$ cat config.mk
export PLATFORM = sky130hd
export DESIGN_NAME = angle_bias_kalman_filter
export DESIGN_NICKNAME = d
export VERILOG_FILES = /design/src/sv/abkf_pkg.sv /design/src/sv/angle_bias_kalman_filter.sv /design/src/sv/abkf_mul.sv /design/src/sv/abkf_div.sv
export VERILOG_INCLUDE_DIRS = /design/src /design/src/sv
export SDC_FILE = /design/constraint.sdc
export NUM_CORES = 2
export LEC_CHECK = 0
export ABC_AREA = 1
export BUFFER_PORTS_ARGS = -buffer_cell sky130_fd_sc_hd__buf_2
export CORE_UTILIZATION = 41
export DETAILED_ROUTE_END_ITERATION = 6
export HOLD_SLACK_MARGIN = 0.15
export PLACE_DENSITY = 0.54
export SETUP_SLACK_MARGIN = 0.02
export SYNTH_ARGS = -nofsm -noshare
export SYNTH_HDL_FRONTEND = slang
export SYNTH_SLANG_ARGS = --single-unit
$ cat constraint.sdc
create_clock -name i_clk -period 19.42 [get_ports i_clk]
set_input_delay 2.913 -clock i_clk [delete_from_list [all_inputs] [get_ports i_clk]]
set_output_delay 2.913 -clock i_clk [all_outputs]
set_load 0.01 [all_outputs]
$ cat src/sv/angle_bias_kalman_filter_macros.svh
// ---------------------------------------------------------------------------
// Assertion macros for the angle and gyro bias Kalman filter
// Shared forms for concurrent checks on the filter logic.
// ---------------------------------------------------------------------------
`ifndef ANGLE_BIAS_KALMAN_FILTER_MACROS_SVH
`define ANGLE_BIAS_KALMAN_FILTER_MACROS_SVH

// same-cycle implication
`define ABKF_ASSERT_IMP(lbl, clk, rst_n, ante, cons) \
    lbl: assert property (@(posedge clk) disable iff (!rst_n) (ante) |-> (cons)) \
        else $error("abkf: same-cycle check failed");

// next-cycle implication
`define ABKF_ASSERT_NXT(lbl, clk, rst_n, ante, cons) \
    lbl: assert property (@(posedge clk) disable iff (!rst_n) (ante) |=> (cons)) \
        else $error("abkf: next-cycle check failed");

`endif

$ cat src/sv/abkf_pkg.sv
// ---------------------------------------------------------------------------
// abkf_pkg
// Shared types and codes of the angle and gyro bias Kalman filter.
// ---------------------------------------------------------------------------
package abkf_pkg;

    typedef enum logic [3:0] {
        S_IDLE = 4'b0001,
        S_RUN  = 4'b0010,
        S_DIV  = 4'b0100,
        S_OUT  = 4'b1000
    } t_state;

    typedef enum logic [3:0] {
        D_NONE,
        D_RATE,
        D_ANG,
        D_TP,
        D_P0,
        D_P1,
        D_P2,
        D_P3,
        D_INNER,
        D_S,
        D_Y,
        D_BIAS
    } t_dst;

    typedef struct packed {
        logic busy;
        logic done;
        logic clip;
    } t_div_status;

    localparam logic [1:0] REG_Q_ANGLE       = 2'd0;
    localparam logic [1:0] REG_Q_BIAS        = 2'd1;
    localparam logic [1:0] REG_R_MEASURE     = 2'd2;
    localparam logic [1:0] REG_INITIAL_ANGLE = 2'd3;

    localparam logic [4:0] STEP_DIV_K0 = 5'd13;
    localparam logic [4:0] STEP_DIV_K1 = 5'd14;
    localparam logic [4:0] STEP_LAST   = 5'd22;

    localparam logic [30:0] Q_ANGLE_RST   = 31'd1049;
    localparam logic [30:0] Q_BIAS_RST    = 31'd3146;
    localparam logic [30:0] R_MEASURE_RST = 31'd31457;

endpackage

$ cat src/sv/angle_bias_kalman_filter.sv
// ---------------------------------------------------------------------------
// angle_bias_kalman_filter
// Two-state Kalman filter for angle and gyro bias on a shared multiplier,
// a saturating adder and a serial divider under a step sequencer.
// ---------------------------------------------------------------------------
// Flow: no new word is taken while one is in work or while a finished result
// is held back.
// Reset: synchronous, active low; estimates and covariance clear, registers
// take their default values.
module angle_bias_kalman_filter #(
    parameter int DATA_WIDTH = 32,
    parameter int FRAC_BITS  = 20
) (
    input  logic                  i_clk,
    input  logic                  i_rst_n,
    input  logic                  s_axis_tvalid,
    output logic                  s_axis_tready,
    // measured_angle, measured_rate, time_step, zero fill
    input  logic [((2*DATA_WIDTH+FRAC_BITS+1+7)/8)*8-1:0] s_axis_tdata,
    // restart
    input  logic                  s_axis_tuser,
    output logic                  m_axis_tvalid,
    input  logic                  m_axis_tready,
    // filtered_angle, unbiased_rate, bias_estimate
    output logic [((3*DATA_WIDTH+7)/8)*8-1:0] m_axis_tdata,
    // saturated
    output logic                  m_axis_tuser,
    input  logic                  i_cfg_valid,
    output logic                  o_cfg_ready,
    input  logic [1:0]            i_cfg_index,
    input  logic [DATA_WIDTH-1:0] i_cfg_data
);
    `include "angle_bias_kalman_filter_macros.svh"

    localparam int DW  = DATA_WIDTH;
    localparam int TW  = FRAC_BITS + 1;
    localparam int OTW = ((3*DATA_WIDTH+7)/8)*8;
    localparam logic signed [DW-1:0] DMAX = {1'b0, {(DW-1){1'b1}}};
    localparam logic signed [DW-1:0] DMIN = {1'b1, {(DW-1){1'b0}}};

    abkf_pkg::t_state r_state;
    logic [4:0]       r_step;

    logic [DW-2:0]        r_qa;
    logic [DW-2:0]        r_qb;
    logic [DW-2:0]        r_rm;
    logic signed [DW-1:0] r_init;

    logic signed [DW-1:0] r_meas, r_rin, r_rate, r_ang, r_bias, r_tp, r_inner;
    logic signed [DW-1:0] r_s, r_y, r_k0, r_k1, r_p0, r_p1, r_p2, r_p3;
    logic [TW-1:0]        r_t;
    logic                 r_clip;

    logic                 r_ovalid;
    logic [OTW-1:0]       r_odata;
    logic                 r_osat;

    logic signed [DW-1:0] w_t;
    logic signed [DW-1:0] w_mul_a, w_mul_b, w_mo;
    logic                 w_mclip;
    logic                 w_use_mo;
    logic signed [DW-1:0] w_add_a, w_add_b, w_sum;
    logic                 w_sub, w_aclip;
    logic [DW:0]          w_raw;
    abkf_pkg::t_dst       w_dst;
    logic                 w_div_go;
    logic signed [DW-1:0] w_div_num, w_div_res;
    abkf_pkg::t_div_status w_div_st;
    logic                 w_in_acc;
    logic                 w_out_go;

    assign w_t           = DW'(r_t);
    assign s_axis_tready = r_state == abkf_pkg::S_IDLE;
    assign w_in_acc      = s_axis_tvalid && s_axis_tready;
    assign o_cfg_ready   = 1'b1;
    assign m_axis_tvalid = r_ovalid;
    assign m_axis_tdata  = r_odata;
    assign m_axis_tuser  = r_osat;
    assign w_out_go      = (r_state == abkf_pkg::S_OUT) && (!r_ovalid || m_axis_tready);

    abkf_mul #(.DATA_WIDTH(DATA_WIDTH), .FRAC_BITS(FRAC_BITS)) u_mul (
        .i_clk  (i_clk),
        .i_a    (w_mul_a),
        .i_b    (w_mul_b),
        .o_res  (w_mo),
        .o_clip (w_mclip)
    );

    assign w_div_num = (r_step == abkf_pkg::STEP_DIV_K0) ? r_p0 : r_p2;

    abkf_div #(.DATA_WIDTH(DATA_WIDTH), .FRAC_BITS(FRAC_BITS)) u_div (
        .i_clk    (i_clk),
        .i_rst_n  (i_rst_n),
        .i_start  (w_div_go),
        .i_num    (w_div_num),
        .i_den    (r_s),
        .o_res    (w_div_res),
        .o_status (w_div_st)
    );

    always_comb begin
        w_mul_a  = w_t;
        w_mul_b  = r_rate;
        w_add_a  = '0;
        w_add_b  = '0;
        w_sub    = 1'b0;
        w_use_mo = 1'b0;
        w_dst    = abkf_pkg::D_NONE;
        w_div_go = 1'b0;
        if (r_state == abkf_pkg::S_RUN) begin
            unique case (r_step)
                5'd0: begin
                    w_dst = abkf_pkg::D_RATE; w_add_a = r_rin; w_add_b = r_bias; w_sub = 1'b1;
                end
                5'd1: begin
                    w_mul_a = w_t; w_mul_b = r_rate;
                end
                5'd2: begin
                    w_dst = abkf_pkg::D_ANG; w_add_a = r_ang; w_add_b = w_mo; w_use_mo = 1'b1;
                    w_mul_a = w_t; w_mul_b = r_p3;
                end
                5'd3: begin
                    w_dst = abkf_pkg::D_TP; w_add_a = w_mo; w_use_mo = 1'b1;
                    w_mul_a = DW'(r_qb); w_mul_b = w_t;
                end
                5'd4: begin
                    w_dst = abkf_pkg::D_P3; w_add_a = r_p3; w_add_b = w_mo; w_use_mo = 1'b1;
                end
                5'd5: begin
                    w_dst = abkf_pkg::D_INNER; w_add_a = r_tp; w_add_b = r_p1; w_sub = 1'b1;
                end
                5'd6: begin
                    w_dst = abkf_pkg::D_INNER; w_add_a = r_inner; w_add_b = r_p2; w_sub = 1'b1;
                end
                5'd7: begin
                    w_dst = abkf_pkg::D_INNER; w_add_a = r_inner; w_add_b = DW'(r_qa);
                end
                5'd8: begin
                    w_mul_a = w_t; w_mul_b = r_inner;
                end
                5'd9: begin
                    w_dst = abkf_pkg::D_P0; w_add_a = r_p0; w_add_b = w_mo; w_use_mo = 1'b1;
                end
                5'd10: begin
                    w_dst = abkf_pkg::D_P1; w_add_a = r_p1; w_add_b = r_tp; w_sub = 1'b1;
                end
                5'd11: begin
                    w_dst = abkf_pkg::D_P2; w_add_a = r_p2; w_add_b = r_tp; w_sub = 1'b1;
                end
                5'd12: begin
                    w_dst = abkf_pkg::D_S; w_add_a = r_p0; w_add_b = DW'(r_rm);
                end
                abkf_pkg::STEP_DIV_K0, abkf_pkg::STEP_DIV_K1: begin
                    w_div_go = 1'b1;
                end
                5'd15: begin
                    w_dst = abkf_pkg::D_Y; w_add_a = r_meas; w_add_b = r_ang; w_sub = 1'b1;
                end
                5'd16: begin
                    w_mul_a = r_k0; w_mul_b = r_y;
                end
                5'd17: begin
                    w_dst = abkf_pkg::D_ANG; w_add_a = r_ang; w_add_b = w_mo; w_use_mo = 1'b1;
                    w_mul_a = r_k1; w_mul_b = r_y;
                end
                5'd18: begin
                    w_dst = abkf_pkg::D_BIAS; w_add_a = r_bias; w_add_b = w_mo;
                    w_use_mo = 1'b1; w_mul_a = r_k1; w_mul_b = r_p0;
                end
                5'd19: begin
                    w_dst = abkf_pkg::D_P2; w_add_a = r_p2; w_add_b = w_mo; w_sub = 1'b1;
                    w_use_mo = 1'b1; w_mul_a = r_k1; w_mul_b = r_p1;
                end
                5'd20: begin
                    w_dst = abkf_pkg::D_P3; w_add_a = r_p3; w_add_b = w_mo; w_sub = 1'b1;
                    w_use_mo = 1'b1; w_mul_a = r_k0; w_mul_b = r_p1;
                end
                5'd21: begin
                    w_dst = abkf_pkg::D_P1; w_add_a = r_p1; w_add_b = w_mo; w_sub = 1'b1;
                    w_use_mo = 1'b1; w_mul_a = r_k0; w_mul_b = r_p0;
                end
                abkf_pkg::STEP_LAST: begin
                    w_dst = abkf_pkg::D_P0; w_add_a = r_p0; w_add_b = w_mo; w_sub = 1'b1;
                    w_use_mo = 1'b1;
                end
                default: begin
                    w_dst = abkf_pkg::D_NONE;
                end
            endcase
        end
    end

    always_comb begin
        w_raw   = w_sub ? {w_add_a[DW-1], w_add_a} - {w_add_b[DW-1], w_add_b}
                        : {w_add_a[DW-1], w_add_a} + {w_add_b[DW-1], w_add_b};
        w_aclip = w_raw[DW] != w_raw[DW-1];
        w_sum   = w_aclip ? (w_raw[DW] ? DMIN : DMAX) : w_raw[DW-1:0];
    end

    always_ff @(posedge i_clk) begin
        if (!i_rst_n) begin
            r_qa   <= (DW-1)'(abkf_pkg::Q_ANGLE_RST);
            r_qb   <= (DW-1)'(abkf_pkg::Q_BIAS_RST);
            r_rm   <= (DW-1)'(abkf_pkg::R_MEASURE_RST);
            r_init <= '0;
        end else if (i_cfg_valid) begin
            unique case (i_cfg_index)
                abkf_pkg::REG_Q_ANGLE:       r_qa   <= i_cfg_data[DW-2:0];
                abkf_pkg::REG_Q_BIAS:        r_qb   <= i_cfg_data[DW-2:0];
                abkf_pkg::REG_R_MEASURE:     r_rm   <= i_cfg_data[DW-2:0];
                abkf_pkg::REG_INITIAL_ANGLE: r_init <= i_cfg_data;
                default:                     r_init <= r_init;
            endcase
        end
    end

    always_ff @(posedge i_clk) begin
        if (!i_rst_n) begin
            r_state  <= abkf_pkg::S_IDLE;
            r_step   <= '0;
            r_ovalid <= 1'b0;
            r_ang    <= '0;
            r_bias   <= '0;
            r_p0     <= '0;
            r_p1     <= '0;
            r_p2     <= '0;
            r_p3     <= '0;
            r_clip   <= 1'b0;
        end else begin
            if (w_out_go) begin
                r_ovalid <= 1'b1;
            end else if (r_ovalid && m_axis_tready) begin
                r_ovalid <= 1'b0;
            end
            unique case (r_state)
                abkf_pkg::S_IDLE: begin
                    if (w_in_acc) begin
                        r_meas  <= s_axis_tdata[DW-1:0];
                        r_rin   <= s_axis_tdata[2*DW-1:DW];
                        r_t     <= s_axis_tdata[2*DW+TW-1:2*DW];
                        r_clip  <= 1'b0;
                        r_step  <= '0;
                        r_state <= abkf_pkg::S_RUN;
                        if (s_axis_tuser) begin
                            r_ang  <= r_init;
                            r_bias <= '0;
                            r_p0   <= '0;
                            r_p1   <= '0;
                            r_p2   <= '0;
                            r_p3   <= '0;
                        end
                    end
                end
                abkf_pkg::S_RUN: begin
                    if ((w_dst != abkf_pkg::D_NONE && w_aclip) || (w_use_mo && w_mclip)) begin
                        r_clip <= 1'b1;
                    end
                    unique case (w_dst)
                        abkf_pkg::D_RATE:  r_rate  <= w_sum;
                        abkf_pkg::D_ANG:   r_ang   <= w_sum;
                        abkf_pkg::D_TP:    r_tp    <= w_sum;
                        abkf_pkg::D_P0:    r_p0    <= w_sum;
                        abkf_pkg::D_P1:    r_p1    <= w_sum;
                        abkf_pkg::D_P2:    r_p2    <= w_sum;
                        abkf_pkg::D_P3:    r_p3    <= w_sum;
                        abkf_pkg::D_INNER: r_inner <= w_sum;
                        abkf_pkg::D_S:     r_s     <= w_sum;
                        abkf_pkg::D_Y:     r_y     <= w_sum;
                        abkf_pkg::D_BIAS:  r_bias  <= w_sum;
                        default:           r_tp    <= r_tp;
                    endcase
                    if (w_div_go) begin
                        r_state <= abkf_pkg::S_DIV;
                    end else if (r_step == abkf_pkg::STEP_LAST) begin
                        r_state <= abkf_pkg::S_OUT;
                    end else begin
                        r_step <= r_step + 1'b1;
                    end
                end
                abkf_pkg::S_DIV: begin
                    if (w_div_st.done) begin
                        if (r_step == abkf_pkg::STEP_DIV_K0) begin
                            r_k0 <= w_div_res;
                        end else begin
                            r_k1 <= w_div_res;
                        end
                        if (w_div_st.clip) begin
                            r_clip <= 1'b1;
                        end
                        r_step  <= r_step + 1'b1;
                        r_state <= abkf_pkg::S_RUN;
                    end
                end
                abkf_pkg::S_OUT: begin
                    if (w_out_go) begin
                        r_state <= abkf_pkg::S_IDLE;
                    end
                end
                default: begin
                    r_state <= abkf_pkg::S_IDLE;
                end
            endcase
        end
    end

    always_ff @(posedge i_clk) begin
        if (w_out_go) begin
            r_odata <= OTW'({r_bias, r_rate, r_ang});
            r_osat  <= r_clip;
        end
    end

    `ABKF_ASSERT_IMP(a_div_busy_in_div, i_clk, i_rst_n, w_div_st.busy, r_state == abkf_pkg::S_DIV)
    `ABKF_ASSERT_IMP(a_step_bound, i_clk, i_rst_n, r_state == abkf_pkg::S_RUN, r_step <= abkf_pkg::STEP_LAST)
    `ABKF_ASSERT_NXT(a_accept_starts, i_clk, i_rst_n, w_in_acc, r_state == abkf_pkg::S_RUN && r_step == '0)

endmodule

$ cat src/sv/abkf_mul.sv
// ---------------------------------------------------------------------------
// abkf_mul
// Shared fixed-point multiplier: registered magnitude product, then
// rounding half away from zero and saturation.
// ---------------------------------------------------------------------------
module abkf_mul #(
    parameter int DATA_WIDTH = 32,
    parameter int FRAC_BITS  = 20
) (
    input  logic                         i_clk,
    input  logic signed [DATA_WIDTH-1:0] i_a,
    input  logic signed [DATA_WIDTH-1:0] i_b,
    output logic signed [DATA_WIDTH-1:0] o_res,
    output logic                         o_clip
);
    localparam int PW = 2 * DATA_WIDTH + 1;

    logic [DATA_WIDTH-1:0]   w_ma;
    logic [DATA_WIDTH-1:0]   w_mb;
    logic [2*DATA_WIDTH-1:0] r_prod;
    logic                    r_neg;
    logic [PW-1:0]           w_rnd;
    logic [PW-1:0]           w_lim;
    logic [PW-1:0]           w_mag;

    assign w_ma = i_a[DATA_WIDTH-1] ? (~i_a) + 1'b1 : i_a;
    assign w_mb = i_b[DATA_WIDTH-1] ? (~i_b) + 1'b1 : i_b;

    always_ff @(posedge i_clk) begin
        r_prod <= w_ma * w_mb;
        r_neg  <= i_a[DATA_WIDTH-1] ^ i_b[DATA_WIDTH-1];
    end

    always_comb begin
        w_rnd  = ({1'b0, r_prod} + (PW'(1) << (FRAC_BITS - 1))) >> FRAC_BITS;
        w_lim  = r_neg ? (PW'(1) << (DATA_WIDTH - 1)) : ((PW'(1) << (DATA_WIDTH - 1)) - 1'b1);
        o_clip = w_rnd > w_lim;
        w_mag  = o_clip ? w_lim : w_rnd;
        o_res  = r_neg ? DATA_WIDTH'((~w_mag) + 1'b1) : w_mag[DATA_WIDTH-1:0];
    end

endmodule

$ cat src/sv/abkf_div.sv
// ---------------------------------------------------------------------------
// abkf_div
// Serial restoring divider for (n << FRAC_BITS) / d, one quotient bit
// per cycle, truncated toward zero and saturated.
// ---------------------------------------------------------------------------
module abkf_div #(
    parameter int DATA_WIDTH = 32,
    parameter int FRAC_BITS  = 20
) (
    input  logic                         i_clk,
    input  logic                         i_rst_n,
    input  logic                         i_start,
    input  logic signed [DATA_WIDTH-1:0] i_num,
    input  logic signed [DATA_WIDTH-1:0] i_den,
    output logic signed [DATA_WIDTH-1:0] o_res,
    output abkf_pkg::t_div_status        o_status
);
    localparam int QW = DATA_WIDTH + FRAC_BITS;
    localparam int CW = $clog2(QW + 1);

    logic                  r_busy;
    logic                  r_done;
    logic [CW-1:0]         r_cnt;
    logic [QW-1:0]         r_num;
    logic [QW-1:0]         r_q;
    logic [DATA_WIDTH-1:0] r_rem;
    logic [DATA_WIDTH-1:0] r_ud;
    logic                  r_neg;
    logic                  r_nz;
    logic [DATA_WIDTH-1:0] w_un;
    logic [DATA_WIDTH-1:0] w_ud;
    logic [DATA_WIDTH:0]   w_sh;
    logic                  w_ge;
    logic [QW-1:0]         w_lim;
    logic [QW-1:0]         w_mag;
    logic                  w_clip;

    assign w_un = i_num[DATA_WIDTH-1] ? (~i_num) + 1'b1 : i_num;
    assign w_ud = i_den[DATA_WIDTH-1] ? (~i_den) + 1'b1 : i_den;
    assign w_sh = {r_rem, r_num[QW-1]};
    assign w_ge = w_sh >= {1'b0, r_ud};

    always_ff @(posedge i_clk) begin
        if (!i_rst_n) begin
            r_busy <= 1'b0;
            r_done <= 1'b0;
            r_cnt  <= '0;
        end else begin
            r_done <= 1'b0;
            if (i_start) begin
                r_busy <= 1'b1;
                r_cnt  <= CW'(QW);
            end else if (r_busy) begin
                r_cnt <= r_cnt - 1'b1;
                if (r_cnt == CW'(1)) begin
                    r_busy <= 1'b0;
                    r_done <= 1'b1;
                end
            end
        end
    end

    always_ff @(posedge i_clk) begin
        if (i_start) begin
            r_num <= {w_un, {FRAC_BITS{1'b0}}};
            r_q   <= '0;
            r_rem <= '0;
            r_ud  <= w_ud;
            r_neg <= i_num[DATA_WIDTH-1] ^ i_den[DATA_WIDTH-1];
            r_nz  <= w_un != '0;
        end else if (r_busy) begin
            r_num <= r_num << 1;
            r_q   <= {r_q[QW-2:0], w_ge};
            r_rem <= w_ge ? DATA_WIDTH'(w_sh - {1'b0, r_ud}) : w_sh[DATA_WIDTH-1:0];
        end
    end

    always_comb begin
        w_lim  = r_neg ? (QW'(1) << (DATA_WIDTH - 1)) : ((QW'(1) << (DATA_WIDTH - 1)) - 1'b1);
        w_clip = r_nz && (r_q > w_lim);
        w_mag  = !r_nz ? '0 : (w_clip ? w_lim : r_q);
        o_res  = r_neg ? DATA_WIDTH'((~w_mag) + 1'b1) : w_mag[DATA_WIDTH-1:0];
        o_status.busy = r_busy;
        o_status.done = r_done;
        o_status.clip = w_clip;
    end

endmodule
==> run summary <==
Initial Util = 41.5%
Nets@finish = 11400
Antenna violations before repair = 26
Reg2Reg Depth = 57
Max incr delay on CP = 910 ps
Sequential-to-total area share from yosys stat = 28.6%
Avg Inst Size Synth = 8.27 µm²
Asr flop ratio synth = 0%
Final Cell Area = 0.0900 mm²
Status = finished, final reports clean
Die Span Y = 449 µm
Layout cells sized above 1 = 8.68%
Hold Crit Class = flop to flop
Peak Freq = 70.5 MHz
PostCTS Resize Cnt = 0
Final antenna-violating net count = 0
Share of the synthesized area in the top cell type = 21.9%
Final wirelength = 323 mm
Setup Crit Path Kind = flop to flop
Overflow after GRT = 0
H-Tree Depth = 3
Max-cap violation count = 0
Top-count cell post-synth = nand2_1
Top Ports = 228
Total die area = 0.202 mm²
Die X = 449 µm
Tot GR Track Use = 31.5%
Number of global-route vias before repair = 68200
Core ar. = 0.198 mm²
Seq cells post-synth = 938
Yosys Warn Count = 0
I/O Buffers = 223
CTS tree = built
Number of flip-flops in the largest register = 96
Global-route wire length before repair = 468 mm
Setup bufs post-CTS = 0
RSZ-0062 raised after global routing = false
Max-slew headroom = 2.41%
Final Skew = 99.8 ps
Vias = 71100
Yosys top cell by area = fa_1
CP arrival = 14860 ps
Netlist cell types = 70
CP Data Required Time = 20090 ps
Setup crit end kind = flop
Share of the clock period used by the worst path = 73.1%
Fillers = 19600
Root Buffer = clkbuf_16
Hold-fix buffers, CTS = 0
Placed wire-length estimate = 244 mm
Synthesized Nets = 11400
Post-DP Area = 0.0863 mm²
Clock sink total = 938
Most used cell along the critical path = inv_1
DR iter-0 viols = 8472
Drt first pass iters = 6
Final Hold Vio Count = 0
Cells after synthesis = 9924
Area delta synth->final = 9.65%
DRC Markers = 0
Slowest library cell on the worst path = o21ai_0
DR vias/cell = 5.60
WL per Instance = 25.4 µm
Critical-path maximum fanout = 33
RD Place Congestion = 0.992
Worst-path clk slew = 60 ps
Final Setup Violations = 0
Total CTS buffers = 106
Minimum clock period = 14190 ps
Core Rows = 163
Area contributors post-synth = fa_1, edfxtp_1, dfxtp_1
Commonest cells in the netlist = nand2_1, inv_1, fa_1, nor2_1, o21ai_0
CTS max path bufs = 3
Mapped Area = 0.0821 mm²
Commonest register cell after synthesis = edfxtp_1
Clk Latency, worst-skew pair = 820 ps
R2R Setup Slk = 5230 ps
Largest net degree at the start of global routing = 120
Total negative slack = 0 ps
Fin. max-slew vios = 0
Setup crit start kind = flop
Worst-Margin Slew = 1460 ps
Post-synth EDFFs = 472
Hold Path Stages = 0
==> kinds of logic (layout without fill, tap and decap cells) <==
| logic type | after synthesis | after routing | share of synthesized area [%] |
|---|---|---|---|
| fa+ha+maj | 1301 | 1301 | 28.0 |
| buf+inv | 2178 | 2303 | 10.1 |
| simple gates | 3483 | 3483 | 17.5 |
| flops | 938 | 938 | 28.6 |
| xor+xnor | 284 | 284 | 3.03 |
| other cells | 1 | 7 | 0.00457 |
| mux | 3 | 3 | 0.0366 |
| compound gates | 1736 | 1736 | 12.7 |
==> area by class of cell <==
| cell class | count | area (µm²) | area share (%) |
|---|---|---|---|
| diodes | 6 | 15.0 | 0.0167 |
| flip-flops and latches | 938 | 23500 | 26.1 |
| multi-input cells | 6808 | 50700 | 56.4 |
| well taps | 2640 | 3300 | 3.67 |
| clock inverters | 62 | 728 | 0.809 |
| inverters | 1724 | 6480 | 7.19 |
| clock buffers | 139 | 2970 | 3.30 |
| repair buffers | 378 | 2290 | 2.54 |
==> worst max-delay path: cells and delay by family, from the launching register on <==
family	cells	cell delay (ps)
AND/OR/NAND/NOR	22	3470
adder cells (fa/ha/maj)	11	5050
AO/OA/AOI/OAI	7	2380
flip-flops	1	400
XOR/XNOR	1	190
buffers and inverters	16	2490
==> path summary, 6_finish.rpt <==
check                           startpoint               end
worst min-delay path                r_clip      m_axis_tuser
worst min register to register      r_clip      m_axis_tuser
worst max register to register   r_step[0]  u_mul.r_prod[61]
worst max-delay path             r_step[0]  u_mul.r_prod[61]
==> routing by layer <==
layer  share of wire, %  routed length (µm)  vias up  GRT usage, %
met1                 43              138000    35300          44.9
met3                 10               33600      524          6.65
met5              0.018                  59        -             0
met4                4.2               13700       10          11.6
li1                   -                   -    31700             -
met2                 43              138000     3554          46.9
==> layout by cell type (no fill, tap or decap), types with 86 or more instances in the layout <==
cell,count
nand2_1,2158
inv_1,1674
fa_1,897
nor2_1,711
o21ai_0,667
a21oi_1,513
edfxtp_1,472
dfxtp_1,465
ha_1,403
nand3_1,283
buf_2,222
xor2_1,170
buf_4,155
clkbuf_16,109
xnor2_1,99
a21oi_2,90
o22ai_1,86
==> through the flow <==
stage	util, %	std cells	setup WS [ps]	hold WS (ps)
global placement	43.6	12500	5630	427
detailed placement	43.6	12500	5570	425
floorplan	-	9924	6560	408
CTS	45.4	12700	5470	439
global route	45.5	12700	4420	460
finish	45.5	12700	5230	437
Power is not shown: default switching activity piles up to over one toggle a cycle in this logic, so the estimate is an artifact.
